`src/sv/dsch_pkg.sv`:
```
// shared types and constants for the disk request scheduler
`timescale 1ns / 1ps
package dsch_pkg;

	localparam int TRACK_W = 9;
	localparam int BYTE_W  = 8;
	localparam int INDEX_W = 6;
	localparam int DIST_W  = 9;
	localparam int SEEK_W  = 16;
	localparam int CFG_IDX_W = 2;

	localparam logic [TRACK_W-1:0] TRACK_FLOOR = 9'd8;
	localparam logic [TRACK_W-1:0] RESET_TRACKS = 9'd256;
	localparam logic [DIST_W-1:0] DIST_MAX = 9'd511;
	localparam logic [SEEK_W-1:0] SEEK_MAX = 16'hFFFF;

	// input command codes
	localparam logic CMD_ADD = 1'b0;
	localparam logic CMD_RUN = 1'b1;

	// configuration register indexes
	localparam logic [CFG_IDX_W-1:0] REG_TRACK_COUNT = 2'd0;
	localparam logic [CFG_IDX_W-1:0] REG_START_TRACK = 2'd1;
	localparam logic [CFG_IDX_W-1:0] REG_START_DIR   = 2'd2;
	localparam logic [CFG_IDX_W-1:0] REG_POLICY      = 2'd3;

	// policy codes, unused codes act as fcfs
	localparam logic [2:0] POL_FCFS  = 3'd0;
	localparam logic [2:0] POL_SSTF  = 3'd1;
	localparam logic [2:0] POL_SCAN  = 3'd2;
	localparam logic [2:0] POL_CSCAN = 3'd3;
	localparam logic [2:0] POL_CLOOK = 3'd4;

	typedef enum logic [3:0] {
		ST_IDLE,
		ST_CHECK,
		ST_ADD_SCAN,
		ST_RUN_SCAN,
		ST_PICK,
		ST_FETCH,
		ST_OUT,
		ST_EMPTY,
		ST_CLEAR
	} dsch_state_t;

	typedef struct packed {
		logic capture;
		logic scan_start;
		logic write_entry;
		logic run_init;
		logic pick;
		logic emit;
		logic emit_empty;
		logic clear;
	} dsch_cmd_t;

	typedef struct packed {
		logic is_run;
		logic add_ok;
		logic dup;
		logic scan_done;
		logic count_zero;
		logic out_free;
		logic last_k;
		logic pick_none;
	} dsch_sts_t;

endpackage

```
`src/sv/dsch_ctrl.sv`:
```
// controller state machine sequencing loads and schedule runs
`timescale 1ns / 1ps
module dsch_ctrl (
	input  logic              clk,
	input  logic              arst_n,
	input  logic              in_valid,
	output logic              in_ready,
	input  dsch_pkg::dsch_sts_t sts,
	output dsch_pkg::dsch_cmd_t cmd
);
	import dsch_pkg::*;

	dsch_state_t state_q, state_d;

	always_ff @(posedge clk or negedge arst_n) begin
		if (!arst_n) begin
			state_q <= ST_IDLE;
		end else begin
			state_q <= state_d;
		end
	end

	always_comb begin
		state_d  = state_q;
		cmd      = '0;
		in_ready = 1'b0;
		case (state_q)
			ST_IDLE: begin
				in_ready = 1'b1;
				if (in_valid) begin
					cmd.capture = 1'b1;
					state_d = ST_CHECK;
				end
			end
			ST_CHECK: begin
				if (sts.is_run) begin
					if (sts.count_zero) begin
						state_d = ST_EMPTY;
					end else begin
						cmd.run_init = 1'b1;
						cmd.scan_start = 1'b1;
						state_d = ST_RUN_SCAN;
					end
				end else if (sts.add_ok) begin
					cmd.scan_start = 1'b1;
					state_d = ST_ADD_SCAN;
				end else begin
					state_d = ST_IDLE;
				end
			end
			ST_ADD_SCAN: begin
				if (sts.scan_done) begin
					cmd.write_entry = !sts.dup;
					state_d = ST_IDLE;
				end
			end
			ST_RUN_SCAN: begin
				if (sts.scan_done) state_d = ST_PICK;
			end
			ST_PICK: begin
				if (sts.pick_none) begin
					state_d = ST_CLEAR;
				end else begin
					cmd.pick = 1'b1;
					state_d = ST_FETCH;
				end
			end
			ST_FETCH: state_d = ST_OUT;
			ST_OUT: begin
				if (sts.out_free) begin
					cmd.emit = 1'b1;
					if (sts.last_k) begin
						state_d = ST_CLEAR;
					end else begin
						cmd.scan_start = 1'b1;
						state_d = ST_RUN_SCAN;
					end
				end
			end
			ST_EMPTY: begin
				if (sts.out_free) begin
					cmd.emit_empty = 1'b1;
					state_d = ST_CLEAR;
				end
			end
			ST_CLEAR: begin
				cmd.clear = 1'b1;
				state_d = ST_IDLE;
			end
			default: state_d = ST_IDLE;
		endcase
	end

endmodule

```
`src/sv/dsch_dp.sv`:
```
// datapath: request table, scan compare, pick arithmetic, config and output registers
`timescale 1ns / 1ps
module dsch_dp #(
	parameter int MAX_REQUESTS = 64,
	parameter int TRACK_LIMIT  = 256
) (
	input  logic                              clk,
	input  logic                              arst_n,
	input  logic [23:0]                       s_tdata,
	input  logic                              s_tuser,
	input  logic                              cfg_valid,
	output logic                              cfg_ready,
	input  logic [dsch_pkg::CFG_IDX_W-1:0]    cfg_index,
	input  logic [dsch_pkg::TRACK_W-1:0]      cfg_data,
	output logic                              m_tvalid,
	input  logic                              m_tready,
	output logic [47:0]                       m_tdata,
	output logic                              m_tuser,
	output logic                              m_tlast,
	input  dsch_pkg::dsch_cmd_t               cmd,
	output dsch_pkg::dsch_sts_t               sts
);
	import dsch_pkg::*;

	localparam int CW = $clog2(MAX_REQUESTS + 1);
	localparam int IW = (MAX_REQUESTS > 1) ? $clog2(MAX_REQUESTS) : 1;
	localparam logic [CW-1:0] MAX_CNT = CW'(MAX_REQUESTS);
	localparam logic [TRACK_W-1:0] LIMIT = TRACK_W'(TRACK_LIMIT);
	localparam int EW = TRACK_W + BYTE_W;

	typedef struct packed {
		logic              vld;
		logic [IW-1:0]     idx;
		logic [TRACK_W-1:0] trk;
	} cand_t;

	// configuration
	logic [TRACK_W-1:0] track_count_q, start_track_q;
	logic               start_dir_q;
	logic [2:0]         policy_q;
	logic [TRACK_W-1:0] tc;

	assign cfg_ready = 1'b1;

	always_ff @(posedge clk or negedge arst_n) begin
		if (!arst_n) begin
			track_count_q <= RESET_TRACKS;
			start_track_q <= '0;
			start_dir_q   <= 1'b0;
			policy_q      <= POL_FCFS;
		end else if (cfg_valid) begin
			case (cfg_index)
				REG_TRACK_COUNT: track_count_q <= cfg_data;
				REG_START_TRACK: start_track_q <= cfg_data;
				REG_START_DIR:   start_dir_q   <= cfg_data[0];
				REG_POLICY:      policy_q      <= cfg_data[2:0];
				default: ;
			endcase
		end
	end

	always_comb begin
		if (track_count_q < TRACK_FLOOR) tc = TRACK_FLOOR;
		else if (track_count_q > LIMIT) tc = LIMIT;
		else tc = track_count_q;
	end

	// captured request
	logic               cmd_q;
	logic [TRACK_W-1:0] trk_in_q;
	logic [BYTE_W-1:0]  byte_in_q;

	always_ff @(posedge clk) begin
		if (cmd.capture) begin
			cmd_q     <= s_tuser;
			trk_in_q  <= s_tdata[8:0];
			byte_in_q <= s_tdata[16:9];
		end
	end

	// table storage, track in the upper bits
	logic [EW-1:0]       mem [MAX_REQUESTS];
	logic [EW-1:0]       rd_data_s1;
	logic [IW-1:0]       rd_addr;
	logic [MAX_REQUESTS-1:0] pending_q;
	logic [CW-1:0]       count_q, k_q, ptr_q;
	logic                scan_act_q, vld_s1;
	logic [IW-1:0]       idx_s1;
	logic [IW-1:0]       sel_idx_q;

	assign rd_addr = scan_act_q ? ptr_q[IW-1:0] : sel_idx_q;

	always_ff @(posedge clk) begin
		if (cmd.write_entry) mem[count_q[IW-1:0]] <= {trk_in_q, byte_in_q};
		rd_data_s1 <= mem[rd_addr];
	end

	// scan address walk
	always_ff @(posedge clk or negedge arst_n) begin
		if (!arst_n) begin
			scan_act_q <= 1'b0;
			vld_s1     <= 1'b0;
			ptr_q      <= '0;
			idx_s1     <= '0;
		end else if (cmd.scan_start) begin
			scan_act_q <= 1'b1;
			vld_s1     <= 1'b0;
			ptr_q      <= '0;
		end else if (scan_act_q) begin
			if (ptr_q < count_q) begin
				vld_s1 <= 1'b1;
				idx_s1 <= ptr_q[IW-1:0];
				ptr_q  <= ptr_q + 1'b1;
			end else begin
				scan_act_q <= 1'b0;
				vld_s1     <= 1'b0;
			end
		end else begin
			vld_s1 <= 1'b0;
		end
	end

	// run state
	logic [TRACK_W-1:0] head_q;
	logic               dir_q;
	logic [SEEK_W-1:0]  seek_q;

	// scan compare
	cand_t              first_q, near_q, ge_q, le_q, min_q, max_q;
	logic [TRACK_W-1:0] near_d_q;
	logic               dup_q;
	logic [TRACK_W-1:0] e_trk, e_dist;
	logic               e_pend;

	assign e_trk  = rd_data_s1[EW-1:BYTE_W];
	assign e_pend = vld_s1 && pending_q[idx_s1];
	assign e_dist = (e_trk >= head_q) ? e_trk - head_q : head_q - e_trk;

	always_ff @(posedge clk or negedge arst_n) begin
		if (!arst_n) begin
			first_q <= '0;
			near_q  <= '0;
			ge_q    <= '0;
			le_q    <= '0;
			min_q   <= '0;
			max_q   <= '0;
			dup_q   <= 1'b0;
			near_d_q <= '0;
		end else if (cmd.scan_start) begin
			first_q.vld <= 1'b0;
			near_q.vld  <= 1'b0;
			ge_q.vld    <= 1'b0;
			le_q.vld    <= 1'b0;
			min_q.vld   <= 1'b0;
			max_q.vld   <= 1'b0;
			dup_q       <= 1'b0;
		end else if (e_pend) begin
			if (cmd_q == CMD_ADD) begin
				if (e_trk == trk_in_q) dup_q <= 1'b1;
			end else begin
				if (!first_q.vld) first_q <= '{1'b1, idx_s1, e_trk};
				// strict compare keeps the lowest index on a tie
				if (!near_q.vld || e_dist < near_d_q) begin
					near_q   <= '{1'b1, idx_s1, e_trk};
					near_d_q <= e_dist;
				end
				if (e_trk >= head_q && (!ge_q.vld || e_trk < ge_q.trk))
					ge_q <= '{1'b1, idx_s1, e_trk};
				if (e_trk <= head_q && (!le_q.vld || e_trk > le_q.trk))
					le_q <= '{1'b1, idx_s1, e_trk};
				if (!min_q.vld || e_trk < min_q.trk) min_q <= '{1'b1, idx_s1, e_trk};
				if (!max_q.vld || e_trk > max_q.trk) max_q <= '{1'b1, idx_s1, e_trk};
			end
		end
	end

	// pick the next request and its charged distance
	cand_t        sel;
	logic [10:0]  mv_dist, h11, hi11, lo11, top11;
	logic         dir_n;
	logic [DIST_W-1:0] dist_sat;
	logic [SEEK_W:0]   seek_sum;
	logic [SEEK_W-1:0] seek_n;

	always_comb begin
		h11   = {2'b0, head_q};
		hi11  = (tc > head_q) ? {2'b0, tc} : h11;
		lo11  = (head_q == '0) ? 11'd0 : 11'd1;
		top11 = (tc > max_q.trk) ? {2'b0, tc} : {2'b0, max_q.trk};
		sel     = first_q;
		mv_dist = '0;
		dir_n   = dir_q;
		case (policy_q)
			POL_SSTF: begin
				sel     = near_q;
				mv_dist = {2'b0, near_d_q};
			end
			POL_SCAN, POL_CSCAN, POL_CLOOK: begin
				if (!dir_q) begin
					if (ge_q.vld) begin
						sel     = ge_q;
						mv_dist = {2'b0, ge_q.trk} - h11;
					end else if (policy_q == POL_SCAN) begin
						sel     = le_q;
						mv_dist = (hi11 - h11) + (hi11 - {2'b0, le_q.trk});
						dir_n   = 1'b1;
					end else begin
						sel = min_q;
						if (policy_q == POL_CSCAN)
							mv_dist = (hi11 - h11) + ({2'b0, min_q.trk} - 11'd1);
					end
				end else begin
					if (le_q.vld) begin
						sel     = le_q;
						mv_dist = h11 - {2'b0, le_q.trk};
					end else if (policy_q == POL_SCAN) begin
						sel     = ge_q;
						mv_dist = (h11 - lo11) + ({2'b0, ge_q.trk} - lo11);
						dir_n   = 1'b0;
					end else begin
						sel = max_q;
						if (policy_q == POL_CSCAN)
							mv_dist = (h11 - lo11) + (top11 - {2'b0, max_q.trk});
					end
				end
			end
			default: begin
				mv_dist = (first_q.trk >= head_q) ? {2'b0, first_q.trk - head_q}
					: {2'b0, head_q - first_q.trk};
			end
		endcase
		dist_sat = (mv_dist > {2'b0, DIST_MAX}) ? DIST_MAX : mv_dist[DIST_W-1:0];
		seek_sum = {1'b0, seek_q} + {{(SEEK_W-DIST_W+1){1'b0}}, dist_sat};
		seek_n   = seek_sum[SEEK_W] ? SEEK_MAX : seek_sum[SEEK_W-1:0];
	end

	logic [TRACK_W-1:0] sel_trk_q;
	logic [DIST_W-1:0]  dist_q;

	always_ff @(posedge clk) begin
		if (cmd.pick) begin
			sel_trk_q <= sel.trk;
			dist_q    <= dist_sat;
		end
	end

	always_ff @(posedge clk or negedge arst_n) begin
		if (!arst_n) begin
			pending_q <= '0;
			count_q   <= '0;
			k_q       <= '0;
			head_q    <= '0;
			dir_q     <= 1'b0;
			seek_q    <= '0;
			sel_idx_q <= '0;
		end else begin
			if (cmd.clear) begin
				pending_q <= '0;
				count_q   <= '0;
			end else if (cmd.write_entry) begin
				pending_q[count_q[IW-1:0]] <= 1'b1;
				count_q <= count_q + 1'b1;
			end else if (cmd.pick) begin
				pending_q[sel.idx] <= 1'b0;
			end
			if (cmd.run_init) begin
				head_q <= (start_track_q > tc) ? tc : start_track_q;
				dir_q  <= start_dir_q;
				seek_q <= '0;
				k_q    <= '0;
			end else if (cmd.pick) begin
				head_q    <= sel.trk;
				dir_q     <= dir_n;
				seek_q    <= seek_n;
				sel_idx_q <= sel.idx;
			end else if (cmd.emit) begin
				k_q <= k_q + 1'b1;
			end
		end
	end

	// output register
	logic out_vld_q;

	always_ff @(posedge clk or negedge arst_n) begin
		if (!arst_n) begin
			out_vld_q <= 1'b0;
		end else if (cmd.emit || cmd.emit_empty) begin
			out_vld_q <= 1'b1;
		end else if (m_tready) begin
			out_vld_q <= 1'b0;
		end
	end

	always_ff @(posedge clk) begin
		if (cmd.emit) begin
			m_tdata <= {seek_q, dist_q, INDEX_W'(sel_idx_q), rd_data_s1[BYTE_W-1:0],
				sel_trk_q};
			m_tuser <= 1'b0;
			m_tlast <= (k_q + 1'b1 == count_q);
		end else if (cmd.emit_empty) begin
			m_tdata <= '0;
			m_tuser <= 1'b1;
			m_tlast <= 1'b1;
		end
	end

	assign m_tvalid = out_vld_q;

	assign sts.is_run     = (cmd_q == CMD_RUN);
	assign sts.add_ok     = (trk_in_q != '0) && (trk_in_q <= tc) && (count_q < MAX_CNT);
	assign sts.dup        = dup_q;
	assign sts.scan_done  = !scan_act_q && !vld_s1;
	assign sts.count_zero = (count_q == '0);
	assign sts.out_free   = !out_vld_q || m_tready;
	assign sts.last_k     = (k_q + 1'b1 == count_q);
	assign sts.pick_none  = !sel.vld;

	a_count_max: assert property (@(posedge clk) disable iff (!arst_n)
		count_q <= MAX_CNT) else $error("request count above table depth");
	a_pending_le_count: assert property (@(posedge clk) disable iff (!arst_n)
		$countones(pending_q) <= int'(count_q)) else $error("pending flags exceed count");
	a_emit_free: assert property (@(posedge clk) disable iff (!arst_n)
		(cmd.emit || cmd.emit_empty) |-> (!out_vld_q || m_tready))
		else $error("result written over a waiting result");
	a_scan_idle: assert property (@(posedge clk) disable iff (!arst_n)
		cmd.scan_start |-> !scan_act_q && !vld_s1) else $error("scan restarted while busy");
	a_write_room: assert property (@(posedge clk) disable iff (!arst_n)
		cmd.write_entry |=> $past(count_q) < MAX_CNT) else $error("write into full table");

endmodule

```
`src/sv/disk_request_scheduler.sv`:
```
// Disk request scheduler top level.
// Input stream s_*: tuser is the command (0 add a request, 1 run the schedule).
// An add stores the track and byte unless the track is 0, above the effective
// track count, already pending, or the table is full; it yields no result.
// A run emits one result per pending request in service order under the
// selected policy, then clears the table; an empty run emits one result with
// tuser (none_pending) and tlast set.
// Config channel cfg_*: index 0 track_count, 1 start_track, 2 start_direction,
// 3 policy; always ready; write it only while the block is idle, as the block does not enforce this.
// An add's duration is set by the duplicate check walking the table one entry per
// cycle over its single read port. Each run result takes a table walk to find
// the candidates, a pick step, a data fetch and the output load.
// One request is handled at a time; s_tready is high only between requests.
// Results sit in an output register, and the next walk proceeds while one
// waits; a stalled receiver holds the block at the next output load.
// Reset clears the table, the run state and the registers to their defaults.
`timescale 1ns / 1ps
module disk_request_scheduler #(
	parameter int MAX_REQUESTS = 64,
	parameter int TRACK_LIMIT  = 256
) (
	input  logic        clk,
	input  logic        arst_n,
	input  logic        s_tvalid,
	output logic        s_tready,
	input  logic [23:0] s_tdata,    // request_track, data_byte, zero pad
	input  logic        s_tuser,    // command
	input  logic        cfg_valid,
	output logic        cfg_ready,
	input  logic [dsch_pkg::CFG_IDX_W-1:0] cfg_index,
	input  logic [dsch_pkg::TRACK_W-1:0]   cfg_data,
	output logic        m_tvalid,
	input  logic        m_tready,
	output logic [47:0] m_tdata,    // served_track, served_byte, request_index, move_distance, total_seek
	output logic        m_tuser,    // none_pending
	output logic        m_tlast
);
	import dsch_pkg::*;

	dsch_cmd_t cmd;
	dsch_sts_t sts;

	dsch_ctrl u_ctrl (
		.clk      (clk),
		.arst_n   (arst_n),
		.in_valid (s_tvalid),
		.in_ready (s_tready),
		.sts      (sts),
		.cmd      (cmd)
	);

	dsch_dp #(
		.MAX_REQUESTS (MAX_REQUESTS),
		.TRACK_LIMIT  (TRACK_LIMIT)
	) u_dp (
		.clk       (clk),
		.arst_n    (arst_n),
		.s_tdata   (s_tdata),
		.s_tuser   (s_tuser),
		.cfg_valid (cfg_valid),
		.cfg_ready (cfg_ready),
		.cfg_index (cfg_index),
		.cfg_data  (cfg_data),
		.m_tvalid  (m_tvalid),
		.m_tready  (m_tready),
		.m_tdata   (m_tdata),
		.m_tuser   (m_tuser),
		.m_tlast   (m_tlast),
		.cmd       (cmd),
		.sts       (sts)
	);

endmodule

```
`config.mk`:
```
export PLATFORM = sky130hd
export DESIGN_NAME = disk_request_scheduler
export DESIGN_NICKNAME = d
export VERILOG_FILES = /design/src/sv/dsch_pkg.sv /design/src/sv/dsch_ctrl.sv /design/src/sv/dsch_dp.sv /design/src/sv/disk_request_scheduler.sv
export SDC_FILE = /design/constraint.sdc
export NUM_CORES = 2
export LEC_CHECK = 0
export ABC_CLOCK_PERIOD_IN_PS = 20700
export BUFFER_PORTS_ARGS = -buffer_cell sky130_fd_sc_hd__buf_2
export CORE_UTILIZATION = 45
export DETAILED_ROUTE_END_ITERATION = 7
export GPL_TIMING_DRIVEN = 0
export PLACE_DENSITY = 0.69
export SLEW_MARGIN = 40
export SYNTH_ARGS = -nofsm -noshare
export SYNTH_HDL_FRONTEND = slang
export SYNTH_SLANG_ARGS = --single-unit
```
`constraint.sdc`:
```
create_clock -name clk -period 20.7 [get_ports clk]
set_clock_uncertainty 0.05 [all_clocks]
set_input_delay 4.14 -clock clk [delete_from_list [all_inputs] [get_ports clk]]
set_output_delay 4.14 -clock clk [all_outputs]
set_load 0.02 [all_outputs]
```
==> reports/results.tsv <==
metric	value	unit
die area	148000	um^2
clock-pin transition on the worst setup and hold timing paths	0.06	ns
Final Instance Count excl. Fillers	6792	
commonest non-fill, non-tap cell in the layout	edfxtp_1	
Async SR Flop Fraction	0.1781	
initial antenna violation count	4	
number of vias per cell after detailed routing	6.133	
measured slew at the worst slew-check pin	0.9549	ns
Distinct cells, synth	99	
cts-stage hold buffer count	0	
Final Max Tran Viols	0	
Power Density	155.1	nW/um^2
cell taking the most area after synthesis	edfxtp_1	
vias in the first global route	40879	
library cell used as clock root buffer	clkbuf_16	
worst reg2reg path startpoint	u_dp.track_count_q[8]	
crit path DAT	11.50	ns
number of DRC violations after detailed-routing iteration 0	4642	
routability cong.	0.9627	
Tot GR Track Use	0.2597	
first-pass detailed-route iteration total	6	
max cap viols	0	
cell count after placement	6519	
worst flop-to-flop path endpoint	u_dp.seek_q[13]	
number of I/O port buffers	85	
worst min-delay path class	reg2reg	
core area	145600	um^2
commonest non-fill, non-tap cells in the layout	1173 x edfxtp_1, 288 x mux4_2, 287 x nand2_1, 257 x dfrtp_1, 248 x a21oi_1	
cell repeated most along the worst path	a21oi_1	
CTS buffer count	147	
worst hold slack across all endpoints	0.4344	ns
Post-Syn Area per Cell	15.06	um^2
RSZ-0062 raised after global routing	no	
critical path type	reg2reg	
Synth Cell Area	65920	um^2
clock net sink count	1449	
largest driver fanout on the critical path	10	
post-CTS sizing	0	
pre-CTS WS	9.990	ns
dominant cells by area after synthesis	edfxtp_1 53%, mux4_2 9.8%, dfrtp_1 9.8%	
number of design rule violations left after detail routing	0	
depth of the worst register-to-register path	48	
clock latency of the later-clocked register in the worst-skew pair	0.80	ns
crit path time final	10.88	ns
instance area after placement	71580	um^2
critical path launch point	u_dp.track_count_q[8]	
Routed wire per std cell	28.27	um
grt total ovfl	0	
biggest cell delay along the critical path	0.52	ns
number of enable flip-flop cells after synthesis	1173	
PnR worst setup slack	9.824	ns
Syn Inst Count	4376	
total number of nets in the final design	5030	
DIE HEIGHT	384.7	um
required arrival time at the worst endpoint	21.32	ns
pin count of the biggest net entering global routing	70	
Die Width	384.7	um
outcome	completed	
initial standard-cell utilization of the core	0.4528	
highest clock frequency the design can meet	91.95	MHz
FP Rows	140	
post-layout util	0.5249	
share of the synthesized area in the top cell type	0.5344	
fin crit share	0.5254	
dominant synthesized flop cell	edfxtp_1	
synthesis-to-layout area growth	15.92	%
Total Power	11.85	mW
clock tree from TritonCTS	done	
total length of routed wires	192000	um
CP endpoint	u_dp.seek_q[13]	
element type at the critical path start	flop	
overall via count from detail_route	41654	
first-pass GRT wire length	278400	um
final setup violating endpoints	0	
maximum root-to-sink buffer count	3	
worst relative slew slack	0.3634	
final cell area excluding filler cells	76410	um^2
fraction of layout instances using a drive strength above 1	0.2102	
worst IR drop on VDD	0.1424	mV
critical-path cell with the highest stage delay	fa_1	
register-to-register path setup slack	9.82	ns
final-layout setup total negative slack	0	ns
post-DP HPWL	139000	um
remaining antenna violation count	0	
number of synthesized register bits	1449	
H-tree level count	4	
category of the worst setup path capture point	flop	
number of hold-slack violations in the final timing report	0	
share of the yosys chip area belonging to registers	0.6378	
yosys warns	0	
number of nets in the synthesized netlist	4655	
leakage power	27.40	nW
I/O pin cnt	94	
buffers inserted by post-CTS timing repair	0	
-- per-layer routing --
layer | share of wire | GRT usage | wire, um | up-vias
met2 | 0.46 | 0.4031 | 88730 | 2146
met1 | 0.40 | 0.3518 | 76170 | 21294
li1 | - | - | - | 17726
met5 | 0 | 0 | 0 | -
met4 | 0.056 | 0.1321 | 10670 | 0
met3 | 0.086 | 0.04694 | 16460 | 488
-- area by class of cell --
class | count | area [um^2]
plain buffers | 219 | 979.7
diodes | 3 | 7.507
flip-flops and latches | 1449 | 42050
clock buffers | 186 | 3886
well taps | 1917 | 2399
fillers | 11671 | 69160
clock inverters | 84 | 908.4
inverters | 169 | 638.1
repair buffers | 226 | 2572
multi-input cells | 2539 | 22970
-- power breakdown --
part           switching (mW)  internal, mW
Combinational            3.34          2.13
Sequential              0.260          3.48
Clock                    1.16          1.48
-- Yosys cell counts (7+ instances only) --
| library cell | count |
|---|---|
| or2_2 | 7 |
| o211ai_1 | 15 |
| a311oi_1 | 42 |
| mux2i_1 | 76 |
| and2_1 | 119 |
| nor4_1 | 8 |
| mux4_2 | 288 |
| o21a_1 | 22 |
| a21o_1 | 45 |
| and3_1 | 15 |
| a31oi_1 | 46 |
| a21oi_1 | 248 |
| or3_1 | 8 |
| nand2b_1 | 27 |
| mux2_2 | 80 |
| fa_1 | 28 |
| a211oi_1 | 141 |
| o21bai_1 | 7 |
| xnor2_1 | 64 |
| nand3_1 | 47 |
| o22ai_1 | 7 |
| edfxtp_1 | 1173 |
| nor3_1 | 37 |
| nand2_1 | 290 |
| nor2b_1 | 45 |
| xor2_1 | 50 |
| a22oi_1 | 31 |
| buf_2 | 47 |
| nor2_1 | 210 |
| o21ai_0 | 160 |
| buf_1 | 29 |
| clkbuf_1 | 129 |
| mux2_1 | 10 |
| dfrtp_1 | 257 |
| o31ai_1 | 8 |
| nand4_1 | 25 |
| buf_6 | 9 |
| inv_1 | 168 |
| ha_1 | 210 |
| dfxtp_1 | 18 |
-- how the worst min path moves through the flow --
stage                         to  cells after the start  slack (ns)        startpoint
finish              u_dp.m_tuser                      1        0.43      u_dp.m_tuser
global route        u_dp.m_tuser                      1        0.45      u_dp.m_tuser
CTS                 u_dp.m_tuser                      1        0.43      u_dp.m_tuser
detailed placement  u_dp.m_tuser                      1        0.41      u_dp.m_tuser
global placement    u_dp.m_tuser                      1        0.42      u_dp.m_tuser
floorplan             u_dp.dir_q                      1        0.40  u_dp.start_dir_q
-- critical path: cells and delay by family, from the launching register on --
family	cells	cell delay [ns]
AO/OA/AOI/OAI	23	4.64
adder cells (fa/ha/maj)	7	2.35
buffers and inverters	9	2.00
AND/OR/NAND/NOR	9	1.19
flip-flops	1	0.51
-- registers in the layout, indices dropped and copies added, names as in the netlist, 16 cells and up --
register,flops
u_dp.mem,1088
u_dp.pending_q,64
u_dp.m_tdata,48
u_dp.rd_data_s1,17
u_dp.first_q,16
u_dp.ge_q,16
u_dp.le_q,16
u_dp.max_q,16
u_dp.min_q,16
u_dp.near_q,16
u_dp.seek_q,16
-- cell families (layout without fill, tap and decap cells) --
logic type / after synthesis / count (layout) / synth area share
flip-flops: 1449 / 1449 / 0.6378
AND/OR/NAND/NOR: 887 / 887 / 0.06587
AO/OA/AOI/OAI: 842 / 842 / 0.08248
multiplexers: 457 / 457 / 0.1260
buffers and inverters: 388 / 884 / 0.02428
adder cells (fa/ha/maj): 238 / 238 / 0.04837
XOR/XNOR: 114 / 114 / 0.01515
other: 1 / 4 / 0.00005689
(Power assumes the default switching activity.)
